<file path="config.mk">
export PLATFORM = sky130hd
export DESIGN_NAME = utf8_to_turkish_8bit_transcoder
export DESIGN_NICKNAME = d
export VERILOG_FILES = /design/src/hw/rtl/u8tr_pkg.sv /design/src/hw/rtl/u8tr_decode.sv /design/src/hw/rtl/u8tr_fifo.sv /design/src/hw/rtl/utf8_to_turkish_8bit_transcoder.sv
export SDC_FILE = /design/constraint.sdc
export NUM_CORES = 1
export LEC_CHECK = 0
export BUFFER_PORTS_ARGS = -buffer_cell sky130_fd_sc_hd__buf_2
export CAP_MARGIN = 20
export CORE_ASPECT_RATIO = 2
export CORE_MARGIN = 8
export CORE_UTILIZATION = 30
export DETAILED_ROUTE_END_ITERATION = 16
export HOLD_SLACK_MARGIN = 0.06
export PLACE_DENSITY = 0.52
export SLEW_MARGIN = 0
export SYNTH_ARGS = -nofsm -noshare
export SYNTH_HDL_FRONTEND = slang
export SYNTH_HIERARCHICAL = 1
export SYNTH_SLANG_ARGS = --single-unit
</file>
<file path="constraint.sdc">
create_clock -name clk -period 6.76 [get_ports clk]
set_input_delay 0 -clock clk [delete_from_list [all_inputs] [get_ports clk]]
set_output_delay 0 -clock clk [all_outputs]
set_load 0.02 [all_outputs]
</file>
<file path="src/hw/rtl/u8tr_pkg.sv">
package u8tr_pkg;

  localparam logic [7:0]  QMARK        = 8'h3F;
  localparam logic [7:0]  TERM_CHAR    = 8'h00;
  localparam logic [15:0] MAX_OUT_RST  = 16'hFFFF;
  localparam int          FIFO_DEPTH   = 4;
  localparam int          FIFO_AW      = $clog2(FIFO_DEPTH);

  typedef enum logic [1:0] {
    SEQ_NONE  = 2'd0,
    SEQ_TWO   = 2'd1,
    SEQ_THREE = 2'd2,
    SEQ_FOUR  = 2'd3
  } u8tr_seq_t;

  typedef struct packed {
    logic [7:0]  chr;
    logic [15:0] count;
    logic        last;
  } u8tr_res_t;

  typedef struct packed {
    logic [1:0] num;
    u8tr_res_t  res0;
    u8tr_res_t  res1;
  } u8tr_push_t;

  // Three-byte sequences only reach the six Turkish letters.
  function automatic logic [7:0] map_char(input logic [15:0] cp, input logic turk_only);
    logic [7:0] c;
    begin
      case (cp)
        16'h0130: c = 8'hDC;
        16'h0131: c = 8'hDD;
        16'h015E: c = 8'hDE;
        16'h015F: c = 8'hDF;
        16'h011E: c = 8'hDA;
        16'h011F: c = 8'hDB;
        default:  c = QMARK;
      endcase
      if (!turk_only) begin
        case (cp)
          16'h00C4: c = 8'h80;
          16'h00C5: c = 8'h81;
          16'h00C7: c = 8'h82;
          16'h00C9: c = 8'h83;
          16'h00D1: c = 8'h84;
          16'h00D6: c = 8'h85;
          16'h00DC: c = 8'h86;
          16'h00E1: c = 8'h87;
          16'h00E0: c = 8'h88;
          16'h00E2: c = 8'h89;
          16'h00E4: c = 8'h8A;
          16'h00E3: c = 8'h8B;
          16'h00E5: c = 8'h8C;
          16'h00E7: c = 8'h8D;
          16'h00E9: c = 8'h8E;
          16'h00E8: c = 8'h8F;
          16'h00EA: c = 8'h90;
          16'h00EB: c = 8'h91;
          16'h00ED: c = 8'h92;
          16'h00EC: c = 8'h93;
          16'h00EE: c = 8'h94;
          16'h00EF: c = 8'h95;
          16'h00F1: c = 8'h96;
          16'h00F3: c = 8'h97;
          16'h00F2: c = 8'h98;
          16'h00F4: c = 8'h99;
          16'h00F5: c = 8'h9B;
          16'h00F6: c = 8'h9A;
          16'h00FC: c = 8'h9F;
          16'h00FB: c = 8'hAF;
          default:  c = c;
        endcase
      end
      map_char = c;
    end
  endfunction

endpackage

</file>
<file path="src/hw/rtl/u8tr_decode.sv">
module u8tr_decode (
  input  logic               clk,
  input  logic               rst_n,
  input  logic               process,
  input  logic [7:0]         item,
  input  logic [15:0]        max_output,
  output u8tr_pkg::u8tr_push_t push
);
  import u8tr_pkg::*;

  logic [1:0]  pend_r, pend_nxt;
  u8tr_seq_t   kind_r, kind_nxt;
  logic [15:0] accum_r, accum_nxt;
  logic [15:0] total_r, total_nxt;
  logic        full_r, full_nxt;

  logic [15:0] total_inc;
  logic [15:0] accum_sh;
  logic [15:0] limit;
  logic [1:0]  pend_dec;

  assign total_inc = total_r + 16'd1;
  assign pend_dec  = pend_r - 2'd1;
  assign limit     = (max_output == 16'd0) ? 16'd0 : max_output - 16'd1;

  always_comb begin
    pend_nxt  = pend_r;
    kind_nxt  = kind_r;
    accum_nxt = accum_r;
    total_nxt = total_r;
    full_nxt  = full_r;
    push      = '0;
    accum_sh  = (kind_r != SEQ_FOUR) ? {accum_r[9:0], item[5:0]} : accum_r;
    if (item == TERM_CHAR) begin
      if (pend_r != 2'd0) begin
        push.num  = 2'd2;
        push.res0 = '{chr: QMARK, count: total_inc, last: 1'b0};
        push.res1 = '{chr: TERM_CHAR, count: total_inc, last: 1'b1};
      end else begin
        push.num  = 2'd1;
        push.res0 = '{chr: TERM_CHAR, count: total_r, last: 1'b1};
      end
      pend_nxt  = 2'd0;
      kind_nxt  = SEQ_NONE;
      accum_nxt = 16'd0;
      total_nxt = 16'd0;
      full_nxt  = 1'b0;
    end else if (pend_r != 2'd0) begin
      accum_nxt = accum_sh;
      pend_nxt  = pend_dec;
      if (pend_dec == 2'd0) begin
        push.num = 2'd1;
        case (kind_r)
          SEQ_TWO:   push.res0.chr = map_char(accum_sh, 1'b0);
          SEQ_THREE: push.res0.chr = map_char(accum_sh, 1'b1);
          default:   push.res0.chr = QMARK;
        endcase
        push.res0.count = total_inc;
        push.res0.last  = 1'b0;
        kind_nxt  = SEQ_NONE;
        accum_nxt = 16'd0;
        total_nxt = total_inc;
      end
    end else if (full_r || (total_r >= limit)) begin
      full_nxt = 1'b1;
    end else if (item[7] == 1'b0) begin
      push.num  = 2'd1;
      push.res0 = '{chr: item, count: total_inc, last: 1'b0};
      total_nxt = total_inc;
    end else if ((item & 8'hE0) == 8'hC0) begin
      kind_nxt  = SEQ_TWO;
      pend_nxt  = 2'd1;
      accum_nxt = {11'd0, item[4:0]};
    end else if ((item & 8'hF0) == 8'hE0) begin
      kind_nxt  = SEQ_THREE;
      pend_nxt  = 2'd2;
      accum_nxt = {12'd0, item[3:0]};
    end else if ((item & 8'hF8) == 8'hF0) begin
      kind_nxt  = SEQ_FOUR;
      pend_nxt  = 2'd3;
      accum_nxt = 16'd0;
    end else begin
      push.num  = 2'd1;
      push.res0 = '{chr: QMARK, count: total_inc, last: 1'b0};
      total_nxt = total_inc;
    end
  end

  always_ff @(posedge clk) begin
    if (!rst_n) begin
      pend_r  <= 2'd0;
      kind_r  <= SEQ_NONE;
      accum_r <= 16'd0;
      total_r <= 16'd0;
      full_r  <= 1'b0;
    end else if (process) begin
      pend_r  <= pend_nxt;
      kind_r  <= kind_nxt;
      accum_r <= accum_nxt;
      total_r <= total_nxt;
      full_r  <= full_nxt;
    end
  end

endmodule

</file>
<file path="src/hw/rtl/u8tr_fifo.sv">
module u8tr_fifo (
  input  logic                 clk,
  input  logic                 rst_n,
  input  logic                 push_en,
  input  u8tr_pkg::u8tr_push_t push,
  output logic                 room,
  output logic                 out_valid,
  input  logic                 out_stall,
  output u8tr_pkg::u8tr_res_t  out_res
);
  import u8tr_pkg::*;

  u8tr_res_t                  mem_r [FIFO_DEPTH];
  logic [FIFO_AW-1:0]         wp_r, wp_nxt;
  logic [FIFO_AW-1:0]         rp_r, rp_nxt;
  logic [FIFO_AW:0]           cnt_r, cnt_nxt;
  logic [FIFO_AW-1:0]         wp_inc;
  logic [1:0]                 n_push;
  logic                       pop;

  assign room      = (cnt_r <= (FIFO_AW+1)'(FIFO_DEPTH - 2));
  assign out_valid = (cnt_r != '0);
  assign out_res   = mem_r[rp_r];
  assign pop       = out_valid && !out_stall;
  assign wp_inc    = wp_r + FIFO_AW'(1);
  assign n_push    = push_en ? push.num : 2'd0;

  always_comb begin
    wp_nxt  = wp_r + FIFO_AW'(n_push);
    rp_nxt  = pop ? rp_r + FIFO_AW'(1) : rp_r;
    cnt_nxt = cnt_r + (FIFO_AW+1)'(n_push) - (FIFO_AW+1)'(pop);
  end

  always_ff @(posedge clk) begin
    if (n_push != 2'd0) begin
      mem_r[wp_r] <= push.res0;
    end
    if (n_push == 2'd2) begin
      mem_r[wp_inc] <= push.res1;
    end
  end

  always_ff @(posedge clk) begin
    if (!rst_n) begin
      wp_r  <= '0;
      rp_r  <= '0;
      cnt_r <= '0;
    end else begin
      wp_r  <= wp_nxt;
      rp_r  <= rp_nxt;
      cnt_r <= cnt_nxt;
    end
  end

endmodule

</file>
<file path="src/hw/rtl/utf8_to_turkish_8bit_transcoder.sv">
// An accepted word is held in the input byte register; its results then go to the
// result queue. Throughput: one input word per cycle when not stalled; a terminator
// that cuts a sequence short yields two result words, queued together in a
// four-entry queue. Input stalls only while that queue cannot take two more results.
// Reset is synchronous, active low: string state and the queue are cleared and
// max_output returns to 65535.
module utf8_to_turkish_8bit_transcoder (
  input  logic        clk,
  input  logic        rst_n,
  input  logic        in_valid,
  output logic        in_stall,
  input  logic [7:0]  in_byte,
  output logic        out_valid,
  input  logic        out_stall,
  output logic [7:0]  out_byte,
  output logic [15:0] out_count,
  output logic        out_is_last,
  input  logic        cfg_wr_en,
  input  logic [15:0] cfg_wr_data
);
  import u8tr_pkg::*;

  logic        in_valid_r, in_valid_nxt;
  logic [7:0]  in_byte_r;
  logic [15:0] max_output_r;
  logic        room;
  logic        process;
  logic        accept;
  u8tr_push_t  push;
  u8tr_res_t   out_res;

  assign process  = in_valid_r && room;
  assign in_stall = in_valid_r && !room;
  assign accept   = in_valid && !in_stall;

  always_comb begin
    in_valid_nxt = in_valid_r;
    if (accept) begin
      in_valid_nxt = 1'b1;
    end else if (process) begin
      in_valid_nxt = 1'b0;
    end
  end

  always_ff @(posedge clk) begin
    if (!rst_n) begin
      in_valid_r   <= 1'b0;
      max_output_r <= MAX_OUT_RST;
    end else begin
      in_valid_r <= in_valid_nxt;
      if (cfg_wr_en) begin
        max_output_r <= cfg_wr_data;
      end
    end
  end

  always_ff @(posedge clk) begin
    if (accept) begin
      in_byte_r <= in_byte;
    end
  end

  u8tr_decode u_decode (
    .clk        (clk),
    .rst_n      (rst_n),
    .process    (process),
    .item       (in_byte_r),
    .max_output (max_output_r),
    .push       (push)
  );

  u8tr_fifo u_fifo (
    .clk       (clk),
    .rst_n     (rst_n),
    .push_en   (process),
    .push      (push),
    .room      (room),
    .out_valid (out_valid),
    .out_stall (out_stall),
    .out_res   (out_res)
  );

  assign out_byte    = out_res.chr;
  assign out_count   = out_res.count;
  assign out_is_last = out_res.last;

`ifndef SYNTHESIS
  a_stall_only_when_held: assert property (@(posedge clk) disable iff (!rst_n)
    in_stall |-> in_valid_r)
    else $error("input stalled with no word held");

  a_term_gives_result: assert property (@(posedge clk) disable iff (!rst_n)
    (process && in_byte_r == TERM_CHAR) |=> out_valid)
    else $error("terminator produced no result");

  a_last_is_zero: assert property (@(posedge clk) disable iff (!rst_n)
    (out_valid && out_is_last) |-> (out_byte == TERM_CHAR))
    else $error("last word carries a nonzero character");
`endif

endmodule
</file>
## Yosys cells after proc, flatten, opt, wreduce, memory -nomap -nowiden

Memory sizes are Yosys's and may differ from the RTL's. A register that Yosys moved wholly into a read port is not among the register bits.
Cells that the tools add are included.

- $add $sub $neg: 8
- Magnitude comparators: 2
- Equality and inequality tests: 49
- Mux-type cells: 54
- Reductions and logical operators: 22

Operators by type and width:

| operator | number |
|---|---|
| $eq A16 B8 Y1 const B | 30 |
| $mux W16 | 18 |
| $pmux W8 S30 | 1 |
| $mux W27 | 7 |
| $eq A16 B9 Y1 const B | 6 |
| $mux W26 | 2 |
| $pmux W8 S6 | 1 |
| $mux W17 | 2 |
| $mux W2 | 13 |
| $add A16 B1 Y16 const B | 1 |
| $ge A16 B16 Y1 | 1 |
| $logic_not A16 Y1 | 1 |
| $pmux W8 S2 | 1 |
| $sub A16 B1 Y16 const B | 1 |
| $ne A4 B2 Y1 const B | 3 |
| $mux W1 | 9 |
| $logic_not A8 Y1 | 1 |
| $reduce_bool A2 Y1 | 4 |
| $reduce_and A6 Y1 | 1 |
| $reduce_bool A3 Y1 | 2 |
| $eq A5 B5 Y1 const B | 1 |
| $reduce_and A5 Y1 | 1 |
| $reduce_bool A5 Y1 | 1 |
| $add A2 B1 Y2 const B | 2 |
| other kinds (19) | 25 |

- Register bits: 69
- Bits in writable memories: 100
- Input port bits: 29
- Word-level logic and storage cells: 147
- Memories: 1

Memories:

| name | words | bits a word | rd ports | clocked after Yosys merged registers in | wr ports | line | RTL |
|---|---|---|---|---|---|---|---|
| u_fifo.mem_r | 4 | 25 | 1 | 1 | 2 | u8tr_fifo.sv:13 | `u8tr_res_t mem_r [FIFO_DEPTH];` |

## Logic depth before layout (Yosys ltp)

- Depth in word-level cells: 13
- Gate-level depth with buffers: 24
- Mapped depth without buffers: 23

## By module

The synthesis kept the hierarchy.

By module, submodules not included:

| module | times used | cells an instance | area an instance (um^2) |
|---|---|---|---|
| u8tr_fifo | 1 | 301 | 5,417.7 |
| u8tr_decode | 1 | 722 | 5,181.2 |
| utf8_to_turkish_8bit_transcoder | 1 | 65 | 868.3 |

## Worst setup path after synthesis

OpenSTA, ideal clock, no wires.

- Kind: flip-flop to flip-flop
- Start point: reg max_output_r[5]
- End point: mem u_fifo/mem_r[1][0] in the netlist's numbering, enable pin
- Library setup time: 0.407 ns
- Data arrival time: 4.596 ns
- Data required time: 6.353 ns
- Slack: 1.757 ns
- Stages on the path, launching flop included: 18
- Buffers on the path: 1
- Clock period less this slack: 5.003 ns
- Path through: dfxtp_1 -> nor4_1 -> nand2_1 -> or4_1 -> nor3_1 -> a21oi_1 -> ha_1 -> nand4_1 -> nor2_1 -> a211oi_1 -> nand2_2 -> a2111oi_4 -> buf_6 -> nand2_1 -> o21ai_0 -> mux2_2 -> nand2_1 -> nor2_1

RTL lines:

| item | line | RTL |
|---|---|---|
| start: declaration | utf8_to_turkish_8bit_transcoder.sv:25 | `logic [15:0] max_output_r;` |
| start signal: assignment | utf8_to_turkish_8bit_transcoder.sv:52 | `max_output_r <= cfg_wr_data;` |
| end: declaration | u8tr_fifo.sv:13 |  |

==> results.toml <==
[setup_path]
slowest_stage = "nand4_1"
crit_type = "reg -> reg"
crit_family = "simple AND/OR/NAND/NOR gates"
critPathMaxStageDelay_ns = 0.58
worstSetupEndpointType = "flop"
cp.buffers_inverters = 3
cp-start-kind = "flop"
crit_chain = "nor4_1 > nand4_1 > nand2b_1 > ha_1 > o211ai_2 > a21oi_1 > o41ai_2 > nand2_2 > a2111oi_4 > buf_4 > nand2_1 > o21ai_0 > nand2_1 > ha_1 > inv_1 > ha_1 > inv_1 > fa_1 > xor2_1 > xnor2_1 > and2_1"
cp.required_ns = 7.11
path_common_cell = "ha_1"
path_max_fanout = 15
cp.arrival_ns = 5.68

[synthesis]
yosys-top-cells-count = "edfxtp_1 (108), nand2_1 (107), mux2_2 (85), nor2_1 (78), dfxtp_1 (63)"
synth_top_area_cell = "edfxtp_1"
synth_top_area_frac = 0.2828
ys.flop_type = "edfxtp_1"
synthCells = 1088
synthTopCellsByArea = "edfxtp_1 (28%), dfxtp_1 (11%), mux2_2 (8.3%)"
syn_avg_cell_area_um2 = 10.54
yosysWarnings = 6
yosysMostFrequentCell = "edfxtp_1"
seq_area_frac_synth = 0.3928
syn_area_um2 = 11470
synth_edf_count = 108
yosys.cell_types.count = 111
ys_async_sr_fraction = 0
ys_ff_latch = 171

[run]
drv_cap = 0

[finish]
diodes = 0
fillCellCount = 3786
drive_gt1_frac = 0.2524
area_growth_pct = 12.25
nets = 1181
final_cells = 1600

[sta]
clock_skew_ns = 0.01126
hold_violations = 0
fin_hold_ws_ns = 0.08499
fin_crit_sh = 0.7882
min_period_ns = 5.328
timing.fmax_ghz = 0.1877
worst_pin_slew_ns = 0.9805
fin_setup_tns_ns = 0
maxSlewViolCount = 0
rsz0062_at_grt = "no"
setup_viol = 0
maxSlewHeadroom = 0.3463

[routing]
drt_wl_total_um = 32110
avgViaCountPerCell = 5.386
vias = 8617
remaining_drc_errors = 0
drt_iter0_markers = 368
post_drt_wl_per_cell_um = 20.07
final_antenna_net_count = 0
drtPass1Iterations = 5

[clocking]
cts_buffers = 17
clk_path_buf_depth = 2
cts.sinks = 171
hold_buffers = 38
clk_pin_slew_ns = 0.08
clock_latency_ns = 0.45
cts.repair.resized = 0
cts.root.buffer_cell = "clkbuf_16"
postCtsSetupBuffers = 0
htree_levels = 4
cts_tree = "yes"

[power_and_ir_drop]
power_density_nw_per_um2 = 239.3
total_leakage_power_uw = 0.004751
ir_drop_uv = 185.7
total_power_uw = 3080

[placement]
dp.cells = 1529
routabilityCongestion = 0.8548
hpwl_um = 23280
io_buffer_count = 55

[grt]
grt-ovfl-total = 0
grt_max_degree = 77
track_usage = 0.1434
grt_pass1_vias = 8886
grt_pass1_wl_um = 50440
antenna_found_initial = 0

[floorplanning]
core_region_area_um2 = 37790
dieArea_um2 = 45120
io_pins = 56
start_util = 0.3035
num_rows = 101
die_h_um = 292.5
die_x_um = 154.2

[status]
status = "finished clean"

[min_path]
min_path_type = "in -> reg"
==> registers in the layout, summed over array words and instances (netlist names), named ones only <==
signal and cells:
in_byte_r 8, u_fifo/mem_r 100, u_decode/pend_r 2, u_decode/accum_r 16, in_valid_r 1, u_decode/kind_r 2
u_fifo/cnt_r 3, u_fifo/wp_r 2, u_decode/full_r 1, u_fifo/rp_r 2, max_output_r 16, u_decode/total_r 16
==> metrics by stage <==
stage | utilization | setup slack (ns) | instance area, µm²
3_3_place_gp | 0.3148 | 1.472 | 11900
2_1_floorplan | - | 1.757 | 11490
4_1_cts | 0.3401 | 1.341 | 12850
5_1_grt | 0.3407 | 0.9992 | 12870
3_5_place_dp | 0.3148 | 1.357 | 11900
6_report | 0.3407 | 1.432 | 12870
==> placed cells by master (no fill, tap or decap), drive strengths merged, types with 6 or more instances in the layout <==
master / n
a211oi: 17
o22ai: 10
o21a: 9
a32oi: 6
xor2: 9
and3: 14
dfxtp: 63
nor2: 83
o221ai: 7
xnor2: 21
edfxtp: 108
inv: 32
nand2b: 10
nand2: 108
a311o: 7
nor3: 30
nor3b: 6
nor2b: 16
mux2: 107
o21ai: 25
nand3: 33
nand3b: 6
buf: 67
clkinv: 6
mux2i: 26
mux4: 25
clkbuf: 18
a31oi: 12
o211ai: 13
dlygate4sd3: 38
or2: 8
and2: 12
nand4: 7
conb: 8
nor4: 11
ha: 27
a22o: 9
a21oi: 49
==> power breakdown <==
group / total, µW / switching (µW) / internal (µW)
combinational: 841 / 482 / 359
sequential: 1270 / 76.2 / 1190
clock: 969 / 475 / 494
total: 3080 / 1030 / 2050
==> worst register-to-register path, delay by kind of cell, from the launching register on <==
family | cells | cell delay [ns]
buffers and inverters | 3 | 0.38
xor gates and xnor gates | 2 | 0.28
DFF | 1 | 0.35
AOI/OAI and AO/OA | 5 | 1.16
adders and majority gates | 4 | 1.10
and+or+nand+nor | 7 | 1.96
==> kinds of logic (layout without fill, tap and decap cells) <==
logic type | count (synthesis) | after routing | synth area share
compound gates | 214 | 214 | 0.1415
xor+xnor | 30 | 30 | 0.02291
fa+ha+maj | 28 | 28 | 0.03121
buf+inv | 119 | 161 | 0.05652
flops | 171 | 171 | 0.3928
mux | 158 | 158 | 0.1858
other cells | 1 | 8 | 0.0003270
simple gates | 367 | 367 | 0.1689
==> metal layers <==
metal  GRT usage  share of wire
met1      0.1436           0.39
met2      0.2769           0.55
met3     0.02170          0.028
met4     0.07663          0.038
met5           0              0
==> worst paths after layout <==
| path | from | end | slack [ns] | cells after the start |
|---|---|---|---|---|
| min | cfg_wr_en | max_output_r[4]$_SDFFE_PN1P_ | 0.08 | 3 |
| max | max_output_r[3]$_SDFFE_PN1P_ | u_fifo/cnt_r[2]$_SDFF_PN0_ | 1.43 | 21 |
| min reg2reg | u_decode/accum_r[10]$_SDFFE_PN0P_ | u_decode/accum_r[10]$_SDFFE_PN0P_ | 0.48 | 1 |
| max reg2reg | max_output_r[3]$_SDFFE_PN1P_ | u_fifo/cnt_r[2]$_SDFF_PN0_ | 1.43 | 21 |
==> area by class of cell <==
class / instances / area (µm²) / share of cell area
timing repair buffer: 105 / 758.2 / 0.05890
sequential: 171 / 4507 / 0.3501
clock buffer: 18 / 429.2 / 0.03334
clock inverter: 14 / 147.6 / 0.01147
multi-input combinational: 805 / 6361 / 0.4942
tap: 463 / 579.3 / 0.04500
inverter: 24 / 90.09 / 0.006998
No activity file was read; power rests on OpenSTA's default activity.
